==> src/sv/tlv_reply_message_parser_defines.svh <==
// Assertion macros for the reply parser.
`ifndef TLV_REPLY_MESSAGE_PARSER_DEFINES_SVH
`define TLV_REPLY_MESSAGE_PARSER_DEFINES_SVH
`ifndef SYNTHESIS
`define TLVP_ASSERT_IMP(lbl, ante, cons, msg) \
    lbl: assert property (@(posedge aclk) disable iff (!aresetn) (ante) |-> (cons)) \
        else $error(msg);
`define TLVP_ASSERT_NXT(lbl, ante, cons, msg) \
    lbl: assert property (@(posedge aclk) disable iff (!aresetn) (ante) |=> (cons)) \
        else $error(msg);
`else
`define TLVP_ASSERT_IMP(lbl, ante, cons, msg)
`define TLVP_ASSERT_NXT(lbl, ante, cons, msg)
`endif
`endif

==> src/sv/tlvp_pkg.sv <==
package tlvp_pkg;

    localparam int MESSAGE_BYTES_MAX = 65536;
    localparam int KEY_SPACE         = 256;

    localparam int KEY_W    = 8;
    localparam int REG_IDX_W = 8;
    localparam int CFG_DATA_W = 17;

    // register indexes
    localparam logic [REG_IDX_W-1:0] CFG_PROTOCOL_VERSION    = 8'd0;
    localparam logic [REG_IDX_W-1:0] CFG_FIELD_COUNT_LIMIT   = 8'd1;
    localparam logic [REG_IDX_W-1:0] CFG_FIELD_BYTES_LIMIT   = 8'd2;
    localparam logic [REG_IDX_W-1:0] CFG_MESSAGE_BYTES_LIMIT = 8'd3;

    // register reset values
    localparam logic [7:0]  PROTOCOL_VERSION_RST    = 8'd1;
    localparam logic [7:0]  FIELD_COUNT_LIMIT_RST   = 8'd16;
    localparam logic [15:0] FIELD_BYTES_LIMIT_RST   = 16'd4096;
    localparam logic [16:0] MESSAGE_BYTES_LIMIT_RST = 17'd65536;

    // "MWLR"
    localparam logic [7:0] MAGIC [4] = '{8'h4D, 8'h57, 8'h4C, 8'h52};

    typedef enum logic [2:0] {
        PH_HEADER = 3'd0,
        PH_KEY    = 3'd1,
        PH_LENGTH = 3'd2,
        PH_VALUE  = 3'd3,
        PH_END    = 3'd4
    } phase_t;

    typedef enum logic [2:0] {
        ROLE_HEADER  = 3'd0,
        ROLE_KEY     = 3'd1,
        ROLE_LENGTH  = 3'd2,
        ROLE_VALUE   = 3'd3,
        ROLE_DISCARD = 3'd4
    } role_t;

    typedef enum logic [3:0] {
        ERR_NONE       = 4'd0,
        ERR_SHORT      = 4'd1,
        ERR_LONG       = 4'd2,
        ERR_MAGIC      = 4'd3,
        ERR_VERSION    = 4'd4,
        ERR_STATUS     = 4'd5,
        ERR_COUNT      = 4'd6,
        ERR_RESERVED   = 4'd7,
        ERR_TRUNCATED  = 4'd8,
        ERR_FIELD_LONG = 4'd9,
        ERR_OVERRUN    = 4'd10,
        ERR_DUPLICATE  = 4'd11,
        ERR_TRAILING   = 4'd12
    } err_t;

    typedef struct packed {
        logic [7:0]  protocol_version;
        logic [7:0]  field_count_limit;
        logic [15:0] field_bytes_limit;
        logic [16:0] message_bytes_limit;
    } cfg_t;

    typedef struct packed {
        logic             set;
        logic             clear;
        logic [KEY_W-1:0] key;
    } map_req_t;

    typedef struct packed {
        role_t      role;
        logic [7:0] key;
        logic [7:0] data;
        logic       vend;
        logic       done;
        logic       ok;
        logic       peer;
        err_t       code;
    } result_t;

endpackage

==> src/sv/tlvp_key_map.sv <==
// Seen-key bitmap: one flop per key, read at one key, cleared whole by one clear request.
module tlvp_key_map #(
    parameter int KEY_SPACE = tlvp_pkg::KEY_SPACE
) (
    input  logic                        aclk,
    input  logic                        aresetn,
    input  tlvp_pkg::map_req_t          req,
    input  logic [tlvp_pkg::KEY_W-1:0]  rd_key,
    output logic                        seen
);

    localparam int KW = $clog2(KEY_SPACE);

    logic [KEY_SPACE-1:0] seen_reg;
    logic [KEY_SPACE-1:0] seen_next;

    always_comb begin
        seen_next = seen_reg;
        if (req.clear) begin
            seen_next = '0;
        end else if (req.set) begin
            seen_next[req.key[KW-1:0]] = 1'b1;
        end
    end

    always_ff @(posedge aclk) begin
        if (!aresetn) begin
            seen_reg <= '0;
        end else begin
            seen_reg <= seen_next;
        end
    end

    assign seen = seen_reg[rd_key[KW-1:0]];

endmodule

==> src/sv/tlvp_parse.sv <==
// Per-message parse state and the checks for one word.
module tlvp_parse #(
    parameter int MESSAGE_BYTES_MAX = tlvp_pkg::MESSAGE_BYTES_MAX
) (
    input  logic                        aclk,
    input  logic                        aresetn,
    input  logic                        step,
    input  logic [7:0]                  data_byte,
    input  logic                        final_byte,
    input  tlvp_pkg::cfg_t              cfg,
    input  logic                        key_seen,
    output tlvp_pkg::map_req_t          map_req,
    output logic [tlvp_pkg::KEY_W-1:0]  map_key,
    output tlvp_pkg::result_t           result
);

    localparam int PW = $clog2(MESSAGE_BYTES_MAX + 1);
    localparam int CW = (PW > 17) ? PW : 17;
    localparam int EW = 33;

    tlvp_pkg::phase_t phase_reg, phase_next;
    tlvp_pkg::err_t   first_error_reg, first_error_next;
    logic [PW-1:0]    pos_reg, pos_next;
    logic [7:0]       fields_expected_reg, fields_expected_next;
    logic [7:0]       fields_seen_reg, fields_seen_next;
    logic [7:0]       current_key_reg, current_key_next;
    logic [23:0]      len_acc_reg, len_acc_next;
    logic [1:0]       len_idx_reg, len_idx_next;
    logic [15:0]      value_rem_reg, value_rem_next;
    logic             status_reg, status_next;

    logic [PW-1:0]    limit;
    logic [CW-1:0]    limit_cfg;
    logic             in_limit;
    logic [31:0]      len_full;
    logic [EW-1:0]    field_end;
    logic [7:0]       fields_inc;
    logic [15:0]      rem_dec;
    logic             status_upd;
    tlvp_pkg::err_t   raise;
    tlvp_pkg::err_t   err_after;
    tlvp_pkg::err_t   verdict;

    // limit in force is the smaller of the register and the build maximum
    assign limit_cfg = CW'(cfg.message_bytes_limit);
    assign limit     = (limit_cfg > CW'(MESSAGE_BYTES_MAX)) ? PW'(MESSAGE_BYTES_MAX)
                                                           : PW'(limit_cfg);
    assign in_limit  = (pos_reg < limit);

    assign len_full   = {data_byte, len_acc_reg};
    assign field_end  = EW'(pos_reg) + EW'(1) + EW'(len_full);
    assign fields_inc = fields_seen_reg + 8'd1;
    assign rem_dec    = (value_rem_reg != 16'd0) ? (value_rem_reg - 16'd1) : 16'd0;
    assign map_key    = current_key_reg;

    // next state
    always_comb begin
        phase_next           = phase_reg;
        pos_next             = (pos_reg != '1) ? (pos_reg + PW'(1)) : pos_reg;
        fields_expected_next = fields_expected_reg;
        fields_seen_next     = fields_seen_reg;
        current_key_next     = current_key_reg;
        len_acc_next         = len_acc_reg;
        len_idx_next         = len_idx_reg;
        value_rem_next       = value_rem_reg;
        status_upd           = status_reg;
        raise                = tlvp_pkg::ERR_NONE;
        map_req              = '0;
        map_req.key          = current_key_reg;

        if (first_error_reg != tlvp_pkg::ERR_NONE) begin
            // discarding until the final word
        end else if (!in_limit) begin
            raise = tlvp_pkg::ERR_LONG;
        end else begin
            unique case (phase_reg)
                tlvp_pkg::PH_HEADER: begin
                    if (!pos_reg[2]) begin
                        if (data_byte != tlvp_pkg::MAGIC[pos_reg[1:0]]) begin
                            raise = tlvp_pkg::ERR_MAGIC;
                        end
                    end else begin
                        case (pos_reg[1:0])
                            2'd0: begin
                                if (data_byte != cfg.protocol_version) begin
                                    raise = tlvp_pkg::ERR_VERSION;
                                end
                            end
                            2'd1: begin
                                if (data_byte > 8'd1) begin
                                    raise = tlvp_pkg::ERR_STATUS;
                                end
                                status_upd = (data_byte == 8'd0);
                            end
                            2'd2: begin
                                if (data_byte > cfg.field_count_limit) begin
                                    raise = tlvp_pkg::ERR_COUNT;
                                end
                                fields_expected_next = data_byte;
                            end
                            default: begin
                                if (data_byte != 8'd0) begin
                                    raise = tlvp_pkg::ERR_RESERVED;
                                end
                                fields_seen_next = 8'd0;
                                phase_next = (fields_expected_reg == 8'd0) ? tlvp_pkg::PH_END
                                                                           : tlvp_pkg::PH_KEY;
                            end
                        endcase
                    end
                end
                tlvp_pkg::PH_KEY: begin
                    current_key_next = data_byte;
                    len_acc_next     = '0;
                    len_idx_next     = 2'd0;
                    phase_next       = tlvp_pkg::PH_LENGTH;
                end
                tlvp_pkg::PH_LENGTH: begin
                    case (len_idx_reg)
                        2'd0: len_acc_next[7:0]   = data_byte;
                        2'd1: len_acc_next[15:8]  = data_byte;
                        2'd2: len_acc_next[23:16] = data_byte;
                        default: begin
                            len_idx_next = 2'd0;
                            if (len_full > 32'(cfg.field_bytes_limit)) begin
                                raise = tlvp_pkg::ERR_FIELD_LONG;
                            end else if (field_end > EW'(limit)) begin
                                raise = tlvp_pkg::ERR_OVERRUN;
                            end else if (key_seen) begin
                                raise = tlvp_pkg::ERR_DUPLICATE;
                            end else begin
                                map_req.set      = 1'b1;
                                fields_seen_next = fields_inc;
                                value_rem_next   = len_full[15:0];
                                if (len_full[15:0] == 16'd0) begin
                                    phase_next = (fields_inc >= fields_expected_reg)
                                               ? tlvp_pkg::PH_END : tlvp_pkg::PH_KEY;
                                end else begin
                                    phase_next = tlvp_pkg::PH_VALUE;
                                end
                            end
                        end
                    endcase
                    if (len_idx_reg != 2'd3) begin
                        len_idx_next = len_idx_reg + 2'd1;
                    end
                end
                tlvp_pkg::PH_VALUE: begin
                    value_rem_next = rem_dec;
                    if (rem_dec == 16'd0) begin
                        phase_next = (fields_seen_reg >= fields_expected_reg)
                                   ? tlvp_pkg::PH_END : tlvp_pkg::PH_KEY;
                    end
                end
                default: begin
                    raise = tlvp_pkg::ERR_TRAILING;
                end
            endcase
        end

        err_after = (first_error_reg != tlvp_pkg::ERR_NONE) ? first_error_reg : raise;
        first_error_next = err_after;
        status_next      = status_upd;

        // verdict: message ending outside the end phase is short or truncated
        verdict = err_after;
        if (err_after == tlvp_pkg::ERR_NONE && phase_next != tlvp_pkg::PH_END) begin
            verdict = (phase_next == tlvp_pkg::PH_HEADER) ? tlvp_pkg::ERR_SHORT
                                                          : tlvp_pkg::ERR_TRUNCATED;
        end

        if (final_byte) begin
            phase_next           = tlvp_pkg::PH_HEADER;
            pos_next             = '0;
            fields_expected_next = '0;
            fields_seen_next     = '0;
            current_key_next     = '0;
            len_acc_next         = '0;
            len_idx_next         = '0;
            value_rem_next       = '0;
            first_error_next     = tlvp_pkg::ERR_NONE;
            status_next          = 1'b0;
            map_req.clear        = 1'b1;
        end

        if (!step) begin
            map_req.set   = 1'b0;
            map_req.clear = 1'b0;
        end
    end

    // result for this word
    always_comb begin
        result      = '0;
        result.role = tlvp_pkg::ROLE_DISCARD;
        result.data = data_byte;
        result.done = final_byte;
        if (first_error_reg == tlvp_pkg::ERR_NONE && in_limit) begin
            unique case (phase_reg)
                tlvp_pkg::PH_HEADER: begin
                    result.role = tlvp_pkg::ROLE_HEADER;
                end
                tlvp_pkg::PH_KEY: begin
                    result.role = tlvp_pkg::ROLE_KEY;
                    result.key  = data_byte;
                end
                tlvp_pkg::PH_LENGTH: begin
                    result.role = tlvp_pkg::ROLE_LENGTH;
                    result.key  = current_key_reg;
                end
                tlvp_pkg::PH_VALUE: begin
                    result.role = tlvp_pkg::ROLE_VALUE;
                    result.key  = current_key_reg;
                    result.vend = (rem_dec == 16'd0);
                end
                default: begin
                    result.role = tlvp_pkg::ROLE_DISCARD;
                end
            endcase
        end
        if (final_byte) begin
            result.code = verdict;
            result.ok   = (verdict == tlvp_pkg::ERR_NONE);
            result.peer = (verdict == tlvp_pkg::ERR_NONE) && status_upd;
        end
    end

    always_ff @(posedge aclk) begin
        if (!aresetn) begin
            phase_reg           <= tlvp_pkg::PH_HEADER;
            first_error_reg     <= tlvp_pkg::ERR_NONE;
            pos_reg             <= '0;
            fields_expected_reg <= '0;
            fields_seen_reg     <= '0;
            current_key_reg     <= '0;
            len_acc_reg         <= '0;
            len_idx_reg         <= '0;
            value_rem_reg       <= '0;
            status_reg          <= 1'b0;
        end else if (step) begin
            phase_reg           <= phase_next;
            first_error_reg     <= first_error_next;
            pos_reg             <= pos_next;
            fields_expected_reg <= fields_expected_next;
            fields_seen_reg     <= fields_seen_next;
            current_key_reg     <= current_key_next;
            len_acc_reg         <= len_acc_next;
            len_idx_reg         <= len_idx_next;
            value_rem_reg       <= value_rem_next;
            status_reg          <= status_next;
        end
    end

endmodule

==> src/sv/tlv_reply_message_parser.sv <==
// Reply message parser.
// Input stream (s_*): one message byte per word, s_tlast on the final byte of
// a message. Every accepted word yields exactly one result word on m_*: the
// byte echoed with its role and field key, value_end on the last value byte
// of a field, and on the final byte (m_tlast) the verdict: message_ok,
// peer_success and the first error code seen in the message.
// Output: a result is registered and is on m_* in the cycle after its word is accepted.
// Throughput: one word per cycle while the result drains. The parse state,
// the seen-key bitmap and the header/field checks all settle combinationally
// between the accepted input and the result register.
// Stall: the result register holds while m_tready is low; s_tready follows
// !m_tvalid || m_tready, so input flows whenever the result drains.
// Config (cfg_*): registers 0 protocol version, 1 field count limit, 2 field
// byte limit, 3 message byte limit; the user must write them only while the
// parser is idle, which the block itself does not enforce. cfg_ready is always high.
// Reset (aresetn low, synchronous): registers to defaults (1, 16, 4096, 65536),
// parse state to the start of a message, seen map cleared, no result pending.
`include "tlv_reply_message_parser_defines.svh"

module tlv_reply_message_parser #(
    parameter int MESSAGE_BYTES_MAX = tlvp_pkg::MESSAGE_BYTES_MAX,
    parameter int KEY_SPACE         = tlvp_pkg::KEY_SPACE
) (
    input  logic                              aclk,
    input  logic                              aresetn,
    // input stream
    input  logic                              s_tvalid,
    output logic                              s_tready,
    input  logic [7:0]                        s_tdata,   // [7:0] data_byte
    input  logic                              s_tlast,   // final_byte
    // result stream
    output logic                              m_tvalid,
    input  logic                              m_tready,
    // [7:0] field_key, [15:8] value_byte, [16] value_end, [17] message_ok,
    // [18] peer_success, [22:19] error_code, [23] zero
    output logic [23:0]                       m_tdata,
    output logic [2:0]                        m_tuser,   // [2:0] byte_role
    output logic                              m_tlast,   // message_done
    // configuration writes
    input  logic                              cfg_valid,
    output logic                              cfg_ready,
    input  logic [tlvp_pkg::REG_IDX_W-1:0]    cfg_index,
    input  logic [tlvp_pkg::CFG_DATA_W-1:0]   cfg_data
);

    tlvp_pkg::cfg_t              cfg_reg;
    tlvp_pkg::map_req_t          map_req;
    logic [tlvp_pkg::KEY_W-1:0]  map_key;
    logic                        key_seen;
    tlvp_pkg::result_t           result;
    tlvp_pkg::result_t           result_reg;
    logic                        m_tvalid_reg;
    logic                        step;

    assign cfg_ready = 1'b1;
    assign s_tready  = !m_tvalid_reg || m_tready;
    assign step      = s_tvalid && s_tready;

    // register file
    always_ff @(posedge aclk) begin
        if (!aresetn) begin
            cfg_reg.protocol_version    <= tlvp_pkg::PROTOCOL_VERSION_RST;
            cfg_reg.field_count_limit   <= tlvp_pkg::FIELD_COUNT_LIMIT_RST;
            cfg_reg.field_bytes_limit   <= tlvp_pkg::FIELD_BYTES_LIMIT_RST;
            cfg_reg.message_bytes_limit <= tlvp_pkg::MESSAGE_BYTES_LIMIT_RST;
        end else if (cfg_valid && cfg_ready) begin
            unique case (cfg_index)
                tlvp_pkg::CFG_PROTOCOL_VERSION:    cfg_reg.protocol_version <= cfg_data[7:0];
                tlvp_pkg::CFG_FIELD_COUNT_LIMIT:   cfg_reg.field_count_limit <= cfg_data[7:0];
                tlvp_pkg::CFG_FIELD_BYTES_LIMIT:   cfg_reg.field_bytes_limit <= cfg_data[15:0];
                tlvp_pkg::CFG_MESSAGE_BYTES_LIMIT: cfg_reg.message_bytes_limit <= cfg_data;
                default: ; // unmapped index: ignored
            endcase
        end
    end

    tlvp_key_map #(
        .KEY_SPACE (KEY_SPACE)
    ) u_key_map (
        .aclk    (aclk),
        .aresetn (aresetn),
        .req     (map_req),
        .rd_key  (map_key),
        .seen    (key_seen)
    );

    tlvp_parse #(
        .MESSAGE_BYTES_MAX (MESSAGE_BYTES_MAX)
    ) u_parse (
        .aclk       (aclk),
        .aresetn    (aresetn),
        .step       (step),
        .data_byte  (s_tdata),
        .final_byte (s_tlast),
        .cfg        (cfg_reg),
        .key_seen   (key_seen),
        .map_req    (map_req),
        .map_key    (map_key),
        .result     (result)
    );

    // result register: loads on every accepted word, holds under back-pressure
    always_ff @(posedge aclk) begin
        if (!aresetn) begin
            m_tvalid_reg <= 1'b0;
        end else if (step) begin
            m_tvalid_reg <= 1'b1;
        end else if (m_tready) begin
            m_tvalid_reg <= 1'b0;
        end
    end

    always_ff @(posedge aclk) begin
        if (step) begin
            result_reg <= result;
        end
    end

    assign m_tvalid = m_tvalid_reg;
    assign m_tdata  = {1'b0, result_reg.code, result_reg.peer, result_reg.ok,
                       result_reg.vend, result_reg.data, result_reg.key};
    assign m_tuser  = result_reg.role;
    assign m_tlast  = result_reg.done;

    `TLVP_ASSERT_NXT(a_word_gives_result, step, m_tvalid_reg, "accepted word gave no result")
    `TLVP_ASSERT_IMP(a_ok_is_clean, m_tvalid_reg && result_reg.ok, result_reg.done && (result_reg.code == tlvp_pkg::ERR_NONE), "ok without a clean verdict")
    `TLVP_ASSERT_IMP(a_peer_needs_ok, m_tvalid_reg && result_reg.peer, result_reg.ok, "peer success without ok")
    `TLVP_ASSERT_IMP(a_vend_on_value, m_tvalid_reg && result_reg.vend, result_reg.role == tlvp_pkg::ROLE_VALUE, "value end on a non-value byte")

endmodule
==> config.mk <==
export PLATFORM = sky130hd
export DESIGN_NAME = tlv_reply_message_parser
export DESIGN_NICKNAME = d
export VERILOG_FILES = /design/src/sv/tlvp_pkg.sv /design/src/sv/tlvp_key_map.sv /design/src/sv/tlvp_parse.sv /design/src/sv/tlv_reply_message_parser.sv
export VERILOG_INCLUDE_DIRS = /design/src /design/src/sv
export SDC_FILE = /design/constraint.sdc
export NUM_CORES = 1
export LEC_CHECK = 0
export BUFFER_PORTS_ARGS = -buffer_cell sky130_fd_sc_hd__buf_2
export CAP_MARGIN = 40
export CORE_AREA = 2 2 228 252
export DETAILED_ROUTE_END_ITERATION = 6
export DIE_AREA = 0 0 230 254
export MAX_ROUTING_LAYER = met4
export PLACE_DENSITY_LB_ADDON = 0.05
export SETUP_SLACK_MARGIN = 0.4
export SYNTH_ARGS = -nofsm -noshare
export SYNTH_HDL_FRONTEND = slang
export SYNTH_SLANG_ARGS = --single-unit
export TNS_END_PERCENT = 1
==> constraint.sdc <==
create_clock -name aclk -period 17.2 [get_ports aclk]
set_input_delay 0.86 -clock aclk [delete_from_list [all_inputs] [get_ports aclk]]
set_output_delay 0.86 -clock aclk [all_outputs]
set_load 0.01 [all_outputs]
# Word-level counts from Yosys, hierarchy flattened
# Cells that the tools add are included.
[op_classes]
add_sub_neg = 6
order_cmp = 11
n_eq_ne = 26
muxes = 103
n_bitwise = 3
n_reduce_logical = 51
[op_table]
columns = ["op", "count"]
rows = [
  ["$or 256x256->256", 1],
  ["$mux 8", 24],
  ["$mux 16", 8],
  ["$mux 24", 3],
  ["$mux 3", 18],
  ["$mux 17", 3],
  ["$pmux 24 s2", 1],
  ["$mux 4", 10],
  ["$add 33x32->33", 1],
  ["$gt 33x17->1", 1],
  ["$gt 32x16->1", 1],
  ["$logic_not 16->1", 2],
  ["$pmux 16 s2", 1],
  ["$pmux 8 s2", 2],
  ["$ne 3x3->1 const B", 9],
  ["$logic_not 8->1", 3],
  ["$pmux 3 s4", 2],
  ["$pmux 4 s3", 2],
  ["$reduce_and 5->1", 4],
  ["$add 17x1->18 const B", 1],
  ["$mux 1", 18],
  ["$add 17x1->17 const B", 1],
  ["$gt 17x17->1 const B", 1],
  ["$lt 17x17->1", 1],
  ["other kinds (45)", 82],
]
[word_totals]
ff_bits = 424
input_bits = 39
output_inout_bits = 31
wordCells = 226

# Depth between registers and ports, before layout
# Gate-level depths: netlist (run 1).
[logic_depth]
ltp_word = 16
mapped_depth = 29
depth_no_buf = 25

# Cells and area by module
# A second synthesis (run 1) with hierarchy kept.
[unflattened]
hier_cells = 2526
area_unflattened_um2 = 21848.5
[by_module_without_submodules]
columns = ["module", "n_inst", "cells_each", "area_each_um2"]
rows = [
  ["tlvp_key_map", 1, 1136, 10299.9],
  ["tlvp_parse", 1, 1167, 8772.2],
  ["tlv_reply_message_parser", 1, 223, 2776.4],
]

# Least setup slack after synthesis (run 1)
# Ideal clock, no wire load.
[synth_path]
path_kind = "flip-flop to flip-flop"
from = "register u_parse.pos_reg[1]"
to = "register u_key_map.seen_reg[35]"
t_arrival_ps = 6150
required_ps = 17132
setup_slack_ps = 10982
stages_incl_launch_ff = 29
synth_period_minus_slack_ps = 6218
cell_sequence = "dfxtp_1 ha_1 clkbuf_1 and3_1 and3_1 and3_1 and3_1 and3_1 xor2_1 ha_1 buf_2 a21oi_1 inv_1 a31oi_1 xnor2_1 ha_1 and4_1 a221o_1 a221oi_1 nand4_1 nor4_1 and4_1 clkbuf_1 nand2_2 or4_1 buf_4 or3_4 buf_6 o21ai_2"
[synth_via]
elab_chain_len = 10
word_cells_on_any_way = 11
[synth_lines]
columns = ["element", "line_no", "rtl"]
rows = [
  ["from (decl)", "tlvp_parse.sv:23", "logic [PW-1:0] pos_reg, pos_next;"],
  ["from (signal assigned)", "tlvp_parse.sv:243", "pos_reg <= pos_next;"],
  ["$add 17x1->18", "tlvp_parse.sv:51", "assign field_end = EW'(pos_reg) + EW'(1) + EW'(len_full);"],
  ["$add 33x32->33", "tlvp_parse.sv:51", ""],
  ["$gt 33x17->1", "tlvp_parse.sv:127", "end else if (field_end > EW'(limit)) begin"],
  ["$mux 1", "tlvp_parse.sv:127", ""],
  ["$mux 1", "tlvp_parse.sv:125", "if (len_full > 32'(cfg.field_bytes_limit)) begin"],
  ["$mux 1", "tlvp_parse.sv:119", "case (len_idx_reg)"],
  ["$mux 1", "tlvp_parse.sv:76", "unique case (phase_reg)"],
  ["$mux 1 *", "tlvp_parse.sv:73", "end else if (!in_limit) begin"],
  ["$mux 1 *", "tlvp_parse.sv:71", "if (first_error_reg != tlvp_pkg::ERR_NONE) begin"],
  ["$mux 2 *", "tlvp_parse.sv:186", "if (!step) begin"],
  ["to (signal assigned)", "tlvp_key_map.sv:30", "seen_reg <= seen_next;"],
  ["to (decl)", "tlvp_key_map.sv:14", "logic [KEY_SPACE-1:0] seen_reg;"],
]
# Every way passes the cells marked *; elsewhere a longest branch is shown, timed or not.
# A chain may end at the register's enable or synchronous reset.

# Final worst setup path (run 1)
[layout_path]
from = "register u_parse.pos_reg[2]"
to = "register u_key_map.seen_reg[144]"
# The elaborated chain is that of the path after synthesis.

==> run_results.csv, run 1 <==
group,metric,value,unit
placement,dp_hpwl,52000,um
yosys,synthCells,2448,
yosys,yosysWarnings,0,
critical_path,path_cells,"and3_1 -> nand3_1 -> nor2_1 -> and3_1 -> and3_1 -> nand3_1 -> xnor2_1 -> ha_1 -> a21oi_1 -> o21ai_0 -> a21oi_1 -> xnor2_1 -> ha_1 -> and4_1 -> a221o_1 -> a221oi_1 -> nand4_1 -> nor4_1 -> and4_1 -> nand2_2 -> or4_1 -> nor3b_4 -> buf_8 -> a32o_1",
timing,hold_viol,0,
critical_path,arrival,8.29,ns
timing,setup_violations,0,
floorplan,die_w,230,um
critical_path,crit_path_start_kind,"flop",
timing,finalCriticalPeriod,7.76,ns
cells_and_area,largest_reg_flops,256,
critical_path,cp.required,17.73,ns
power,pwr_density_cell,89.5,nW/um^2
route,wl_per_cell,22.9,um
global_routing,grt_pass1_vias,18300,
global_routing,track_usage,25.7,%
placement,dpl.cell_count,3142,
yosys,ys_types,84,
route,first_pass_iters,5,
timing,max_slew_margin,9.96,%
cells_and_area,stdcell_area,24800,um^2
timing,rsz0062_at_grt,"no",
cells_and_area,fin_util,44.4,%
clocking,cts_tree,"yes",
placement,placed_area,23100,um^2
route,drcViolationCount,0,
clocking,cts_buffer_depth,3,
power,vdd_ir_drop_max,0.0000694,V
floorplan,initial_utilization,39.7,%
cells_and_area,nets,2594,
floorplan,die_area,58400,um^2
route,num_vias,18800,
clocking,hold_buffers,0,
cells_and_area,synthToLayoutAreaGrowth,11.8,%
floorplan,pin_count,70,
yosys,synth-seq-cells,424,
yosys,synthFlopType,"dfxtp_1",
floorplan,core_area,55800,um^2
placement,io_buffer_count,67,
floorplan,row_count,91,
cells_and_area,final_layout_size_suffix_gt1_share,11.7,%
clocking,root_buffer,"clkbuf_16",
run_status,outcome,"complete, no violations",
yosys,ys_seq_area_share,39.5,%
power,power,2.22,mW
worst_hold_path,hold_path_class,"flop to flop",
critical_path,cp_slowest_cell,"nor3b_4",
route,wirelength,74000,um
clocking,cts_resized,0,
yosys,syn_nets,2595,
run,max_cap_viol_count,0,
timing,drv_slew,0,
global_routing,antenna_found_initial,3,
critical_path,cp_num_buf_inv,1,
critical_path,cpPeakStageDelay,0.83,ns
timing,fmax,0.129,GHz
critical_path,crit_top_cell,"and3_1",
critical_path,end_kind,"flop",
timing,fin_crit_sh,45.1,%
yosys,synth_area_per_cell,9.05,um^2
global_routing,grt-ovfl-total,0,
timing,fin_tns_setup,0,ns
critical_path,critPathTopFamily,"simple AND/OR/NAND/NOR gates",
floorplan,die_h,254,um
yosys,async_reset_ff_share,0,%
placement,routabilityCongestion,0.904,
timing,tightest_slew,1.35,ns
route,drtIter0Drc,1526,
route,ant_nets,0,
power,p_leak,8.94,nW
cells_and_area,fin_cells,3227,
global_routing,grt_max_degree,253,
clocking,htree_levels,2,
yosys,synth_area,22200,um^2
critical_path,path_max_fanout,19,
global_routing,grt_pass1_wl,112000,um
route,vias_per_cell,5.83,
timing,skew,0.0258,ns
critical_path,criticalPathCategory,"flop to flop",
clocking,clk_pin_slew_worst_paths,0.06,ns
yosys,synth-edff-count,27,
clocking,cts_made_buffers,47,
critical_path,rrSetupSlack,9.44,ns
clocking,cts_setup_buffers,0,
clocking,cts.sinks,424,
clocking,clk_latency,0.60,ns
-- power by group --
part / switching [mW] / internal [mW]
Clock: 0.431 / 0.642
Sequential: 0.00795 / 0.999
Combinational: 0.0946 / 0.0422
-- cell type report --
| type | count | area [um^2] |
|---|---|---|
| Antenna cell | 1 | 2.50 |
| Clock buffer | 63 | 1360 |
| Clock inverter | 21 | 279 |
| Fill cell | 5581 | 31000 |
| Inverter | 60 | 225 |
| Multi-Input combinational cell | 1794 | 12400 |
| Sequential cell | 424 | 8760 |
| Tap cell | 744 | 931 |
| Timing Repair Buffer | 120 | 793 |
-- metrics by stage --
stage	hold slack, ns	worst slack, ns
after floorplan	0.420	10.98
after CTS	0.451	9.46
final	0.446	9.44
after detailed placement	0.437	9.51
after global placement	0.431	9.42
after global routing	0.467	8.73
-- synthesized netlist by cell type (all sizes together), types with 28 or more instances --
library cell,number,area (um^2)
nor3,41,228
nor2b,76,475
nand2,368,1380
a21oi,72,360
a22o,49,429
mux4,28,631
a22oi,65,488
nor4,31,194
inv,60,225
ha,107,1340
xor2,36,315
nand4,33,206
a21boi,48,360
nand3,40,200
o21ai,188,1050
nor2,116,445
dfxtp,397,7950
a32o,87,871
buf,56,342
clkbuf,114,432
mux2i,118,1180
-- metal layers --
metal	vias to the layer above	GRT usage, %	routed length (um)
met5	-	-	0
met4	0	9.70	2810
met3	144	2.81	2560
met2	466	45.7	37900
met1	9226	29.9	30700
li1	8972	-	-
-- worst min-delay path, cell delays in order (launching register included) --
cell and delay [ns]:
dfxtp_1 0.30, nand2_1 0.05, o21ai_1 0.05
-- final timing paths --
kind | from | to | cells after the start
worst max-delay path | u_parse.pos_reg[2]$_SDFFE_PN0P_ | u_key_map.seen_reg[144]$_SDFFE_PP0P_ | 24
worst min-delay path | u_key_map.seen_reg[120]$_SDFFE_PP0P_ | u_key_map.seen_reg[120]$_SDFFE_PP0P_ | 2
worst max register to register | u_parse.pos_reg[2]$_SDFFE_PN0P_ | u_key_map.seen_reg[144]$_SDFFE_PP0P_ | 24
worst min register to register | u_key_map.seen_reg[120]$_SDFFE_PP0P_ | u_key_map.seen_reg[120]$_SDFFE_PP0P_ | 2
-- placed cells by master, fill, tap and decap left out, types with 27 or more instances in the layout --
cell       count
buf_4         47
nor4_1        31
buf_2         66
nand3_1       40
inv_1         60
a21oi_1       72
clkbuf_16     47
a21boi_0      48
a22o_1        49
o21ai_2       30
mux4_2        28
nor2_1       110
nor3_1        38
nand4_1       33
dfxtp_1      395
a22oi_1       65
o21ai_0      149
nor2b_1       75
ha_1         107
xor2_1        36
a32o_1        87
mux2i_1      118
edfxtp_1      27
nand2_1      367
-- kinds of logic (layout without fill, tap and decap cells) --
kind of cell / Yosys count / count (layout) / share of synthesized area (%)
flip-flops: 424 / 424 / 39.5
AO/OA/AOI/OAI: 664 / 664 / 21.6
buffers and inverters: 230 / 264 / 4.50
adder cells (fa/ha/maj): 108 / 108 / 6.13
XOR/XNOR: 56 / 56 / 2.21
other: 2 / 3 / 0.0339
AND/OR/NAND/NOR: 817 / 817 / 17.8
multiplexers: 147 / 147 / 8.22
(Power assumes the default switching activity.)
==> inputs of run 2 (changes only) <==
clock period = 7.4 ns   (was 17.2 ns; I/O delays follow)
==> run 2 against run 1 <==
Die area unchanged. First-iteration DRC count shrank 12%. Sequential power up 130%. Non-clock buffer count grew 13. Utilization up 0.47 points. Final cell count increased by 0.62%. Critical path type unchanged. Largest power group unchanged. Highest routed layer unchanged.
==> run_results.csv, run 2 (synthesis gave the netlist of run 1 again) <==
group,metric,value,unit
run_status,outcome,"complete, no violations",
floorplan,pin_count,70,
power,p_leak,9.06,nW
floorplan,core_area,55800,um^2
placement,dp_slack,0.247,ns
cells_and_area,diodes,0,
route,drtIter0Drc,1336,
global_routing,grt_pass1_wl,111000,um
critical_path,cp.required,7.93,ns
timing,skew,0.0141,ns
route,num_vias,18800,
timing,setup_violations,0,
timing,tightest_slew,0.917,ns
timing,fin_tns_setup,0,ns
global_routing,grt-ovfl-total,0,
timing,fin_crit_sh,88.2,%
timing,fmax,0.153,GHz
power,pwr_density_cell,209,nW/um^2
floorplan,initial_utilization,39.7,%
timing,rsz0062_at_grt,"no",
clocking,clk_latency,0.60,ns
timing,holdWs,0.0326,ns
power,vdd_ir_drop_max,0.000153,V
clocking,cts_buffer_depth,3,
cells_and_area,mostFrequentLayoutCells,"dfxtp_1 (393), nand2_1 (367), o21ai_0 (148), mux2i_1 (118), nor2_1 (110)",
clocking,root_buffer,"clkbuf_16",
route,ant_nets,0,
critical_path,path_max_fanout,31,
placement,io_buffer_count,67,
floorplan,die_h,254,um
cells_and_area,nFillCells,5544,
route,wirelength,73100,um
global_routing,track_usage,25.5,%
timing,max_slew_margin,38.4,%
route,wl_per_cell,22.5,um
critical_path,end_kind,"flop",
clocking,clk_pin_slew_worst_paths,0.06,ns
timing,finalCriticalPeriod,6.53,ns
run,max_cap_viol_count,0,
floorplan,row_count,91,
critical_path,arrival,7.06,ns
global_routing,grt_pass1_vias,18200,
timing,drv_slew,0,
clocking,cts_tree,"yes",
route,vias_per_cell,5.78,
route,drcViolationCount,0,
route,first_pass_iters,7,
timing,fin_ws,0.870,ns
global_routing,grt_max_degree,102,
critical_path,criticalPathCategory,"flop to flop",
cells_and_area,nets,2610,
clocking,cts.sinks,424,
placement,routabilityCongestion,0.920,
cells_and_area,largest_reg_flops,256,
clocking,htree_levels,2,
global_routing,antenna_found_initial,1,
floorplan,die_area,58400,um^2
floorplan,die_w,230,um
timing,hold_viol,0,
placement,dp_hpwl,51400,um
clocking,cts_made_buffers,49,
cells_and_area,final_common_cell,"dfxtp_1",
worst_hold_path,hold_path_class,"input pin to flop",
critical_path,crit_path_start_kind,"flop",
cells_and_area,synthToLayoutAreaGrowth,13.0,%
cells_and_area,final_layout_size_suffix_gt1_share,12.4,%
==> run 2: cell types whose count changed in the layout (fill, tap and decap cells not counted), sizes merged <==
cell         change
buf             +11
clkinv           +5
clkbuf           -4
bufinv           +2
clkinvlp         +2
dlygate4sd3      +2
inv              +2
diode            -1
or3              +1
==> run 2: metrics by stage <==
step,total power [mW],util (%),cell area [um^2],std cells
6_report,5.25,44.9,25000,3247
3_3_place_gp,2.70,41.4,23100,3144
3_5_place_dp,2.71,41.7,23200,3152
2_1_floorplan,2.58,-,22200,2448
4_1_cts,5.30,44.8,25000,3246
5_1_grt,5.42,44.9,25000,3247
==> run 2: final timing paths <==
kind	startpoint	endpoint	slack [ns]	cells after the start
worst min register to register	u_key_map.seen_reg[50]$_SDFFE_PP0P_	u_key_map.seen_reg[50]$_SDFFE_PP0P_	0.45	2
worst max register to register	u_parse.pos_reg[3]$_SDFFE_PN0P_	u_key_map.seen_reg[158]$_SDFFE_PP0P_	0.87	25
worst min-delay path	s_tvalid	m_tvalid$_SDFFE_PN0P_	0.03	3
worst max-delay path	u_parse.pos_reg[3]$_SDFFE_PN0P_	u_key_map.seen_reg[158]$_SDFFE_PP0P_	0.87	25
==> run 2: layer usage <==
metal  up-vias  wire, um  share of wire (%)  track usage, %
met5         -         0                  0               -
met4         0      2670                3.6            9.47
met3       137      2710                3.7            3.06
met2       404     37700                 52            45.4
met1      9188     30000                 41            29.3
li1       9029         -                  -               -
==> run 2: layout make-up <==
cell class / count / area, um^2 / area share, %
inverters: 60 / 225 / 0.899
clock inverters: 32 / 393 / 1.57
repair buffers: 133 / 938 / 3.75
flip-flops and latches: 424 / 8770 / 35.0
well taps: 744 / 931 / 3.72
multi-input cells: 1795 / 12500 / 49.8
clock buffers: 59 / 1330 / 5.29
==> run 2: power by group <==
group	total, mW	switching, mW	leakage [nW]	internal [mW]
clock network	2.58	1.02	0.845	1.56
registers	2.34	0.0144	3.47	2.32
logic	0.324	0.223	4.74	0.101
==> run 2: what timing repair did <==
item,in CTS,in global routing
endpoints found under the hold margin,2,0
setup endpoints to repair,166,225
gates cloned,1,0
gates resized for setup,3,11
setup buffers,0,1
pin swaps,1,4
hold buffers,2,0
==> run 2: worst max-delay path: stages (launching register included) <==
cell and delay, ns:
dfxtp_1 0.43, and3_1 0.20, and3_1 0.22, and3_1 0.24, and3_1 0.25, and3_2 0.26, xor2_1 0.17, ha_1 0.31
a21oi_1 0.22, o21ai_1 0.16, a31oi_1 0.22, nand2_1 0.14, a31oi_1 0.24, xnor2_1 0.15, ha_1 0.27, and4_1 0.23
a221o_1 0.33, a221oi_1 0.29, nand4_1 0.13, nor4_2 0.21, and4_4 0.32, nand2_2 0.10, or4_4 0.66, nor3b_4 0.24
buf_8 0.26, a32o_1 0.20
